<file path="src/sv/wbs_pkg.sv">
// Shared types and constants for the white blob steering unit.
`timescale 1ns / 1ps
`default_nettype none
package wbs_pkg;

  // Pixel transaction on the input channel
  typedef struct packed {
    logic [7:0] red;
    logic [7:0] green;
    logic [7:0] blue;
    logic       frame_end;
  } in_item_t;

  // Steering result transaction, one per frame
  typedef struct packed {
    logic               target_found;
    logic        [11:0] blob_centre;
    logic        [11:0] blob_width;
    logic signed [19:0] linear_cmd;
    logic signed [19:0] angular_cmd;
  } out_item_t;

  // Register file contents, plus the precomputed third of the row
  typedef struct packed {
    logic [11:0] image_width;
    logic [7:0]  white_level;
    logic [19:0] lin_gain;
    logic [19:0] ang_gain;
    logic [11:0] width_reference;
    logic [11:0] centre_reference;
    logic [10:0] third;
  } cfg_t;

  // Register indexes (byte address = 4 * index)
  localparam logic [2:0] REG_IMAGE_WIDTH      = 3'd0;
  localparam logic [2:0] REG_WHITE_LEVEL      = 3'd1;
  localparam logic [2:0] REG_LIN_GAIN         = 3'd2;
  localparam logic [2:0] REG_ANG_GAIN         = 3'd3;
  localparam logic [2:0] REG_WIDTH_REFERENCE  = 3'd4;
  localparam logic [2:0] REG_CENTRE_REFERENCE = 3'd5;

  // Reset values
  localparam logic [11:0] RST_IMAGE_WIDTH      = 12'd640;
  localparam logic [7:0]  RST_WHITE_LEVEL      = 8'd255;
  localparam logic [19:0] RST_LIN_GAIN         = 20'd13981;
  localparam logic [19:0] RST_ANG_GAIN         = 20'd65878;
  localparam logic [11:0] RST_WIDTH_REFERENCE  = 12'd600;
  localparam logic [11:0] RST_CENTRE_REFERENCE = 12'd400;
  localparam logic [10:0] RST_THIRD            = 11'd213;

  // floor(w / 3) = (w * 2731) >> 13, exact for w below 8192
  localparam logic [11:0] THIRD_RECIP = 12'd2731;
  localparam int          THIRD_SHIFT = 13;

endpackage
`default_nettype wire

</file>
<file path="src/sv/wbs_regs.sv">
// APB register file for the steering unit configuration.
`timescale 1ns / 1ps
`default_nettype none
module wbs_regs (
  input  wire logic         clk,
  input  wire logic         rst_n,
  input  wire logic         psel,
  input  wire logic         penable,
  input  wire logic         pwrite,
  input  wire logic [4:0]   paddr,
  input  wire logic [31:0]  pwdata,
  output logic [31:0]       prdata,
  output logic              pready,
  output wbs_pkg::cfg_t     cfg
);

  wbs_pkg::cfg_t cfg_r;
  logic          wr_en;
  logic [2:0]    reg_idx;
  logic [23:0]   third_prod;

  assign pready  = 1'b1;
  assign wr_en   = psel & penable & pwrite;
  assign reg_idx = paddr[4:2];
  assign cfg     = cfg_r;

  // third of the row, by reciprocal multiply on the incoming width
  assign third_prod = 24'(pwdata[11:0]) * 24'(wbs_pkg::THIRD_RECIP);

  // register writes
  always_ff @(posedge clk) begin
    if (!rst_n) begin
      cfg_r.image_width      <= wbs_pkg::RST_IMAGE_WIDTH;
      cfg_r.white_level      <= wbs_pkg::RST_WHITE_LEVEL;
      cfg_r.lin_gain         <= wbs_pkg::RST_LIN_GAIN;
      cfg_r.ang_gain         <= wbs_pkg::RST_ANG_GAIN;
      cfg_r.width_reference  <= wbs_pkg::RST_WIDTH_REFERENCE;
      cfg_r.centre_reference <= wbs_pkg::RST_CENTRE_REFERENCE;
      cfg_r.third            <= wbs_pkg::RST_THIRD;
    end else if (wr_en) begin
      unique case (reg_idx)
        wbs_pkg::REG_IMAGE_WIDTH: begin
          cfg_r.image_width <= pwdata[11:0];
          cfg_r.third       <= third_prod[23:wbs_pkg::THIRD_SHIFT];
        end
        wbs_pkg::REG_WHITE_LEVEL:      cfg_r.white_level      <= pwdata[7:0];
        wbs_pkg::REG_LIN_GAIN:         cfg_r.lin_gain         <= pwdata[19:0];
        wbs_pkg::REG_ANG_GAIN:         cfg_r.ang_gain         <= pwdata[19:0];
        wbs_pkg::REG_WIDTH_REFERENCE:  cfg_r.width_reference  <= pwdata[11:0];
        wbs_pkg::REG_CENTRE_REFERENCE: cfg_r.centre_reference <= pwdata[11:0];
        default: ;
      endcase
    end
  end

  // read back
  always_comb begin
    unique case (reg_idx)
      wbs_pkg::REG_IMAGE_WIDTH:      prdata = 32'(cfg_r.image_width);
      wbs_pkg::REG_WHITE_LEVEL:      prdata = 32'(cfg_r.white_level);
      wbs_pkg::REG_LIN_GAIN:         prdata = 32'(cfg_r.lin_gain);
      wbs_pkg::REG_ANG_GAIN:         prdata = 32'(cfg_r.ang_gain);
      wbs_pkg::REG_WIDTH_REFERENCE:  prdata = 32'(cfg_r.width_reference);
      wbs_pkg::REG_CENTRE_REFERENCE: prdata = 32'(cfg_r.centre_reference);
      default:                       prdata = 32'd0;
    endcase
  end

endmodule
`default_nettype wire

</file>
<file path="src/sv/wbs_extent.sv">
// Column counter, white pixel detect and extent tracking with frame snapshot.
`timescale 1ns / 1ps
`default_nettype none
module wbs_extent #(
  parameter int COLUMN_BITS = 12
) (
  input  wire logic                   clk,
  input  wire logic                   rst_n,
  input  wire wbs_pkg::cfg_t          cfg,
  input  wire logic                   in_valid,
  output logic                        in_stall,
  input  wire wbs_pkg::in_item_t      in_data,
  output logic                        snap_vld,
  input  wire logic                   snap_take,
  output logic                        snap_seen,
  output logic [COLUMN_BITS-1:0]      snap_left,
  output logic [COLUMN_BITS-1:0]      snap_right
);

  localparam int CW    = COLUMN_BITS;
  localparam int CMP_W = (CW >= 12) ? CW + 1 : 13;

  logic [CW-1:0] col_r, col_nxt;
  logic [CW-1:0] left_r, left_nxt;
  logic [CW-1:0] right_r, right_nxt;
  logic          seen_r, seen_nxt;
  logic          snap_vld_r, snap_seen_r;
  logic [CW-1:0] snap_left_r, snap_right_r;
  logic [CW:0]   col_inc;
  logic          accept, white, wrap;

  // one frame result may wait in the snapshot register
  assign in_stall = snap_vld_r & ~snap_take;
  assign accept   = in_valid & ~in_stall;

  assign white = (in_data.red == cfg.white_level) && (in_data.green == cfg.white_level)
              && (in_data.blue == cfg.white_level);

  // column wrap
  assign col_inc = {1'b0, col_r} + {{CW{1'b0}}, 1'b1};
  assign wrap    = CMP_W'(col_inc) >= CMP_W'(cfg.image_width);
  assign col_nxt = wrap ? '0 : col_inc[CW-1:0];

  // extent including the current pixel
  always_comb begin
    seen_nxt  = seen_r | white;
    left_nxt  = (white && (col_r < left_r))  ? col_r : left_r;
    right_nxt = (white && (col_r > right_r)) ? col_r : right_r;
  end

  // frame state
  always_ff @(posedge clk) begin
    if (!rst_n) begin
      col_r   <= '0;
      left_r  <= '1;
      right_r <= '0;
      seen_r  <= 1'b0;
    end else if (accept) begin
      if (in_data.frame_end) begin
        col_r   <= '0;
        left_r  <= '1;
        right_r <= '0;
        seen_r  <= 1'b0;
      end else begin
        col_r   <= col_nxt;
        left_r  <= left_nxt;
        right_r <= right_nxt;
        seen_r  <= seen_nxt;
      end
    end
  end

  // snapshot handshake
  always_ff @(posedge clk) begin
    if (!rst_n) begin
      snap_vld_r <= 1'b0;
    end else if (accept && in_data.frame_end) begin
      snap_vld_r <= 1'b1;
    end else if (snap_take) begin
      snap_vld_r <= 1'b0;
    end
  end

  // snapshot payload
  always_ff @(posedge clk) begin
    if (accept && in_data.frame_end) begin
      snap_seen_r  <= seen_nxt;
      snap_left_r  <= left_nxt;
      snap_right_r <= right_nxt;
    end
  end

  assign snap_vld   = snap_vld_r;
  assign snap_seen  = snap_seen_r;
  assign snap_left  = snap_left_r;
  assign snap_right = snap_right_r;

endmodule
`default_nettype wire

</file>
<file path="src/sv/wbs_cmd.sv">
// Centre, width and steering command arithmetic with the result register.
`timescale 1ns / 1ps
`default_nettype none
module wbs_cmd #(
  parameter int COLUMN_BITS = 12
) (
  input  wire logic                   clk,
  input  wire logic                   rst_n,
  input  wire wbs_pkg::cfg_t          cfg,
  input  wire logic                   snap_vld,
  output logic                        snap_take,
  input  wire logic                   snap_seen,
  input  wire logic [COLUMN_BITS-1:0] snap_left,
  input  wire logic [COLUMN_BITS-1:0] snap_right,
  output logic                        out_valid,
  input  wire logic                   out_stall,
  output wbs_pkg::out_item_t          out_data
);

  localparam int CW     = COLUMN_BITS;
  localparam int EXT_W  = (CW > 12) ? CW : 12;
  localparam int DIFF_W = EXT_W + 1;
  localparam int PROD_W = DIFF_W + 21;
  localparam int Q_W    = PROD_W - 12;
  localparam logic signed [PROD_W-1:0] RND     = PROD_W'(2048);
  localparam logic signed [Q_W-1:0]    SAT_MAX = Q_W'(524287);
  localparam logic signed [Q_W-1:0]    SAT_MIN = -(Q_W'(524288));

  logic                      out_valid_r;
  wbs_pkg::out_item_t        out_data_r, res;
  logic [CW:0]               sum;
  logic [EXT_W-1:0]          centre, width, third_ext;
  logic                      in_mid;
  logic signed [DIFF_W-1:0]  diff_lin, diff_ang, diff_sel;
  logic [19:0]               gain_sel;
  logic signed [PROD_W-1:0]  prod, prod_rnd;
  logic signed [Q_W-1:0]     q;
  logic signed [19:0]        cmd_sat;

  assign snap_take = snap_vld & (~out_valid_r | ~out_stall);

  // blob geometry
  assign sum       = {1'b0, snap_left} + {1'b0, snap_right};
  assign centre    = EXT_W'(sum[CW:1]);
  assign width     = EXT_W'(snap_right - snap_left);
  assign third_ext = EXT_W'(cfg.third);
  assign in_mid    = (centre > third_ext) && (centre < EXT_W'({cfg.third, 1'b0}));

  // error terms and the single shared multiplier
  assign diff_lin = $signed({1'b0, EXT_W'(cfg.width_reference)}) - $signed({1'b0, width});
  assign diff_ang = $signed({1'b0, EXT_W'(cfg.centre_reference)}) - $signed({1'b0, centre});
  assign diff_sel = in_mid ? diff_lin : diff_ang;
  assign gain_sel = in_mid ? cfg.lin_gain : cfg.ang_gain;
  // full-width signed product, operands sign-extended to the product width
  assign prod     = $signed({1'b0, gain_sel}) * diff_sel;

  // Q.24 to Q.12, round half up, saturate
  assign prod_rnd = prod + RND;
  assign q        = Q_W'(prod_rnd >>> 12);
  always_comb begin
    if (q > SAT_MAX) begin
      cmd_sat = 20'sd524287;
    end else if (q < SAT_MIN) begin
      cmd_sat = -20'sd524288;
    end else begin
      cmd_sat = q[19:0];
    end
  end

  // result fields; all zero when nothing was found
  always_comb begin
    res.target_found = snap_seen;
    if (snap_seen) begin
      res.blob_centre = centre[11:0];
      res.blob_width  = width[11:0];
      res.linear_cmd  = in_mid ? cmd_sat : '0;
      res.angular_cmd = in_mid ? '0 : cmd_sat;
    end else begin
      res.blob_centre = '0;
      res.blob_width  = '0;
      res.linear_cmd  = '0;
      res.angular_cmd = '0;
    end
  end

  // result register
  always_ff @(posedge clk) begin
    if (!rst_n) begin
      out_valid_r <= 1'b0;
    end else if (snap_take) begin
      out_valid_r <= 1'b1;
    end else if (!out_stall) begin
      out_valid_r <= 1'b0;
    end
  end

  always_ff @(posedge clk) begin
    if (snap_take) begin
      out_data_r <= res;
    end
  end

  assign out_valid = out_valid_r;
  assign out_data  = out_data_r;

endmodule
`default_nettype wire

</file>
<file path="src/sv/white_blob_steering_unit.sv">
// Top level of the white blob steering unit.
//
//   Channel  Ports                                   Moves
//   in       in_valid / in_stall / in_data           one RGB pixel, raster order
//   out      out_valid / out_stall / out_data        one steering result per frame
//   cfg      psel penable pwrite paddr pwdata ...    six configuration registers
//
// One pixel transaction per clock while in_stall is low. A pixel updates the
// column and extent registers at the edge it is accepted; a frame_end pixel
// also loads the snapshot register, and then, once the result register is free
// or drains, the command arithmetic (one 21 x 13 multiply) loads the result
// register. Reset is synchronous and needs no clearing pass. in_stall is
// raised only while a snapshot is held and the result register is stalled.
`timescale 1ns / 1ps
`default_nettype none
module white_blob_steering_unit #(
  parameter int COLUMN_BITS = 12
) (
  input  wire logic                clk,
  input  wire logic                rst_n,
  input  wire logic                in_valid,
  output logic                     in_stall,
  input  wire wbs_pkg::in_item_t   in_data,
  output logic                     out_valid,
  input  wire logic                out_stall,
  output wbs_pkg::out_item_t       out_data,
  input  wire logic                psel,
  input  wire logic                penable,
  input  wire logic                pwrite,
  input  wire logic [4:0]          paddr,
  input  wire logic [31:0]         pwdata,
  output logic [31:0]              prdata,
  output logic                     pready
);

  wbs_pkg::cfg_t          cfg;
  logic                   snap_vld, snap_take, snap_seen;
  logic [COLUMN_BITS-1:0] snap_left, snap_right;

  // configuration registers
  wbs_regs u_regs (
    .clk     (clk),
    .rst_n   (rst_n),
    .psel    (psel),
    .penable (penable),
    .pwrite  (pwrite),
    .paddr   (paddr),
    .pwdata  (pwdata),
    .prdata  (prdata),
    .pready  (pready),
    .cfg     (cfg)
  );

  // per-pixel extent tracking
  wbs_extent #(.COLUMN_BITS(COLUMN_BITS)) u_extent (
    .clk        (clk),
    .rst_n      (rst_n),
    .cfg        (cfg),
    .in_valid   (in_valid),
    .in_stall   (in_stall),
    .in_data    (in_data),
    .snap_vld   (snap_vld),
    .snap_take  (snap_take),
    .snap_seen  (snap_seen),
    .snap_left  (snap_left),
    .snap_right (snap_right)
  );

  // per-frame command arithmetic
  wbs_cmd #(.COLUMN_BITS(COLUMN_BITS)) u_cmd (
    .clk        (clk),
    .rst_n      (rst_n),
    .cfg        (cfg),
    .snap_vld   (snap_vld),
    .snap_take  (snap_take),
    .snap_seen  (snap_seen),
    .snap_left  (snap_left),
    .snap_right (snap_right),
    .out_valid  (out_valid),
    .out_stall  (out_stall),
    .out_data   (out_data)
  );

endmodule
`default_nettype wire

</file>
<file path="config.mk">
export PLATFORM = sky130hd
export DESIGN_NAME = white_blob_steering_unit
export DESIGN_NICKNAME = d
export VERILOG_FILES = /design/src/sv/wbs_pkg.sv /design/src/sv/wbs_regs.sv /design/src/sv/wbs_extent.sv /design/src/sv/wbs_cmd.sv /design/src/sv/white_blob_steering_unit.sv
export SDC_FILE = /design/constraint.sdc
export NUM_CORES = 1
export LEC_CHECK = 0
export ABC_AREA = 1
export BUFFER_PORTS_ARGS = -buffer_cell sky130_fd_sc_hd__buf_2
export CELL_PAD_IN_SITES_DETAIL_PLACEMENT = 1
export CELL_PAD_IN_SITES_GLOBAL_PLACEMENT = 2
export CORE_MARGIN = 2
export CORE_UTILIZATION = 35
export CTS_BUF_LIST = sky130_fd_sc_hd__clkbuf_4
export DETAILED_ROUTE_END_ITERATION = 8
export PLACE_DENSITY = 0.86
export SETUP_SLACK_MARGIN = 0.02
export SLEW_MARGIN = 20
export SYNTH_ARGS = -nofsm -noshare
export SYNTH_HDL_FRONTEND = slang
export SYNTH_SLANG_ARGS = --single-unit
export TNS_END_PERCENT = 50
</file>
<file path="constraint.sdc">
create_clock -name clk -period 9.8 [get_ports clk]
set_input_delay 0 -clock clk [delete_from_list [all_inputs] [get_ports clk]]
set_output_delay 0 -clock clk [all_outputs]
set_load 0.02 [all_outputs]
</file>
==> impl_metrics.env <==
export IMPL_status="complete, no violations"
export IMPL_max_cap_violations=0
export IMPL_nFillCells=8077
export IMPL_grt_ovfl_total=0
export IMPL_dp_slack_ns=-0.436
export IMPL_synthMuxAreaShare_pct=0
export IMPL_grt_max_degree=93
export IMPL_drc_errors=0
export IMPL_clk_pin_slew_ns=0.07
export IMPL_rsz0062_at_grt="true"
export IMPL_drtPass1Iterations=6
export IMPL_hold_path_class="in2reg"
export IMPL_fin_skew_ns=0.101
export IMPL_yosys_area_share_simple_pct=14.5
export IMPL_io_pin_count=169
export IMPL_cts_root_buf="clkbuf_4"
export IMPL_grt_pass1_vias=23800
export IMPL_synth_top_flop_cell="dfxtp_1"
export IMPL_period_needed_ns=9.61
export IMPL_avgSynthCellArea_um2=8.22
export IMPL_final_antenna_net_count=0
export IMPL_numCtsBuffers=60
export IMPL_hp_start="pwrite"
export IMPL_htreeDepth=2
export IMPL_holdPathStages=5
export IMPL_die_y_um=265
export IMPL_stdcell_area_um2=30300
export IMPL_cts_sinks=224
export IMPL_tritoncts="yes"
export IMPL_antenna_found_initial=3
export IMPL_r2r_start="u_extent.snap_left[2]"
export IMPL_max_stage_delay_ns=0.60
export IMPL_r2r_cells=52
export IMPL_mostFrequentLayoutCells="inv_1 (537), nand2_1 (439), ha_1 (255)"
export IMPL_rrSetupSlack_ns=0.19
export IMPL_critical_path_buf_inv_count=12
export IMPL_worst_ep_arrival_time_ns=10.09
export IMPL_num_rows=95
export IMPL_multi_input_area_um2=16900
export IMPL_critPathLaunchType="register"
export IMPL_finalCritPeriodShare_pct=98.0
export IMPL_reg2reg_to="u_cmd.out_data[9]"
export IMPL_syn_inst=2900
export IMPL_synth_edf_count=90
export IMPL_synth_warning_count=0
export IMPL_ys_seq_area_share_pct=22.6
export IMPL_async_reset_ff_share_pct=0
export IMPL_finalHoldViolations=0
export IMPL_synth_xor_area_share_pct=2.82
export IMPL_critPathTopFamily="adder cells"
export IMPL_synth_distinct_cells=57
export IMPL_synthAdderAreaFrac_pct=35.4
export IMPL_portBuffers=141
export IMPL_cp_slowest_cell="fa_1"
export IMPL_synth_top_family_by_area="adder cells"
export IMPL_fmax_mhz=104
export IMPL_critPathKind="reg2reg"
export IMPL_regArea_um2=5390
export IMPL_postRouteWirelength_um=86200
export IMPL_cp_end_kind="register"
export IMPL_relSlewSlack_pct=28.7
export IMPL_gp_congestion=0.952
export IMPL_viasPerCell=5.10
export IMPL_worstPathMaxFanout=8
export IMPL_dp_hpwl_um=68300
export IMPL_start_util_pct=35.4
export IMPL_synthToLayoutAreaGrowth_pct=27.1
export IMPL_holdWs_ns=0.0327
export IMPL_final_layout_size_suffix_gt1_share_pct=24.2
export IMPL_grt_total_usage_pct=23.7
export IMPL_cp_data_required_time_ns=10.29
export IMPL_placed_area_um2=27000
export IMPL_fin_ws_ns=0.195
export IMPL_ys_seq_elements=224
export IMPL_vias=21900
export IMPL_clk_path_buf_depth=3
export IMPL_netlist_area_um2=23800
export IMPL_min_to="u_regs.cfg[34]"
export IMPL_coreArea_um2=67300
export IMPL_drt_iter0_drc=1156
export IMPL_die_area_um2=70200
export IMPL_grt_pass1_wl_um=131000
export IMPL_nNetsFinal=3966
export IMPL_mostFrequentLayoutCell="inv_1"
export IMPL_worst_pin_slew_ns=1.07
export IMPL_die_w_um=265
export IMPL_clock_latency_ns=0.88
export IMPL_wl_per_cell_um=20.1
export IMPL_setup_viol=0
export IMPL_slew_violations=0
export IMPL_synth_compound_area_share_pct=13.6
[Yosys cell counts, drive strengths merged, types with 2 or more instances]
| library cell | number | area (um^2) |
|---|---|---|
| clkbuf | 75 | 282 |
| a21o | 6 | 45.0 |
| nand3 | 72 | 383 |
| o21ai | 192 | 968 |
| nand2 | 496 | 1940 |
| clkinv | 8 | 30.0 |
| buf | 21 | 168 |
| and3 | 2 | 12.5 |
| nor2 | 217 | 830 |
| inv | 571 | 2140 |
| o31ai | 5 | 51.3 |
| edfxtp | 90 | 2700 |
| o311ai | 2 | 17.5 |
| a21oi | 246 | 1330 |
| o21bai | 16 | 120 |
| ha | 287 | 3590 |
| o22ai | 10 | 62.6 |
| a21boi | 5 | 37.5 |
| o21a | 5 | 37.5 |
| a221oi | 10 | 87.6 |
| nand3b | 2 | 15.0 |
| fa | 242 | 4840 |
| conb | 2 | 7.51 |
| a211oi | 8 | 60.1 |
| a22oi | 5 | 37.5 |
| and2 | 4 | 25.0 |
| or2 | 8 | 50.1 |
| xor2 | 50 | 438 |
| o221ai | 3 | 26.3 |
| dfxtp | 134 | 2680 |
| xnor2 | 25 | 234 |
| a31oi | 4 | 40.0 |
| nor3 | 20 | 100 |
| nor4 | 5 | 37.5 |
| nand4 | 11 | 68.8 |
| o211ai | 38 | 285 |
[tightest hold or removal path: cells and delay by family]
family / cells / cell delay (ns)
buf+inv: 2 / 0.28
compound gates: 1 / 0.14
simple gates: 2 / 0.40
[flip-flops by register name, summed over array words and instances, names as in the netlist]
name                 cells
u_regs.cfg              95
u_extent.snap_seen       1
u_extent.snap_right     12
u_extent.snap_vld        1
u_extent.left_r         12
u_extent.seen_r          1
u_cmd.out_valid          1
u_extent.snap_left      12
u_extent.col_r          12
u_extent.right_r        12
u_cmd.out_data          65
[how the worst max path moves through the flow]
stage                               endpoint                   start  cells after the start  slack, ns
after global placement    u_cmd.out_data[38]   u_extent.snap_left[1]                     49      -0.16
after global routing       u_cmd.out_data[3]  u_extent.snap_right[1]                     53      -0.30
after floorplan           u_cmd.out_data[38]  u_extent.snap_right[2]                     51       0.14
after detailed placement   u_cmd.out_data[4]   u_extent.snap_left[1]                     49      -0.44
after CTS                 u_cmd.out_data[12]  u_extent.snap_right[2]                     50       0.02
final                      u_cmd.out_data[9]   u_extent.snap_left[2]                     52       0.19
[layout make-up]
type                    count  share of cell area, %
inverters                 579                   7.28
well taps                 873                   3.61
clock inverters            19                  0.327
clock buffers              93                   2.31
diodes                      5                 0.0413
flip-flops and latches    224                   17.8
multi-input cells        2012                   55.9
repair buffers            491                   12.8
[repair_timing]
item / CTS / global route
setup buffers: 16 / 58
cloned: 1 / 9
endpoints found under the setup margin: 40 / 40
pin swaps: 19 / 108
hold endpoints to repair: 182 / 0
hold buffers: 54 / 0
resized for setup: 39 / 268
[per-layer routing]
layer,share of wire (%),GRT usage [%],vias to the layer above
met2,52,43.9,512
met4,5.4,12.0,0
met1,39,27.1,11000
li1,-,-,10200
met3,3.4,2.36,219
met5,0,0,-
[per-stage QoR]
stage	cells	TNS [ns]	util (%)
after floorplan	2911	0	-
after global placement	4041	-4.94	40.1
after detailed placement	4041	-13.25	40.1
after CTS	4224	0	42.6
after global routing	4295	-10.27	45.0
final	4296	0	45.0
[cell families after synthesis]
family                     after synthesis
DFF                                    224
adders and majority gates              529
and+or+nand+nor                        837
AOI/OAI and AO/OA                      558
buffers and inverters                  675
xor gates and xnor gates                75
other                                    2
Power is left out: the tool's default activity adds up to more than one toggle a clock period on the data nets, which glitch-free logic cannot reach.
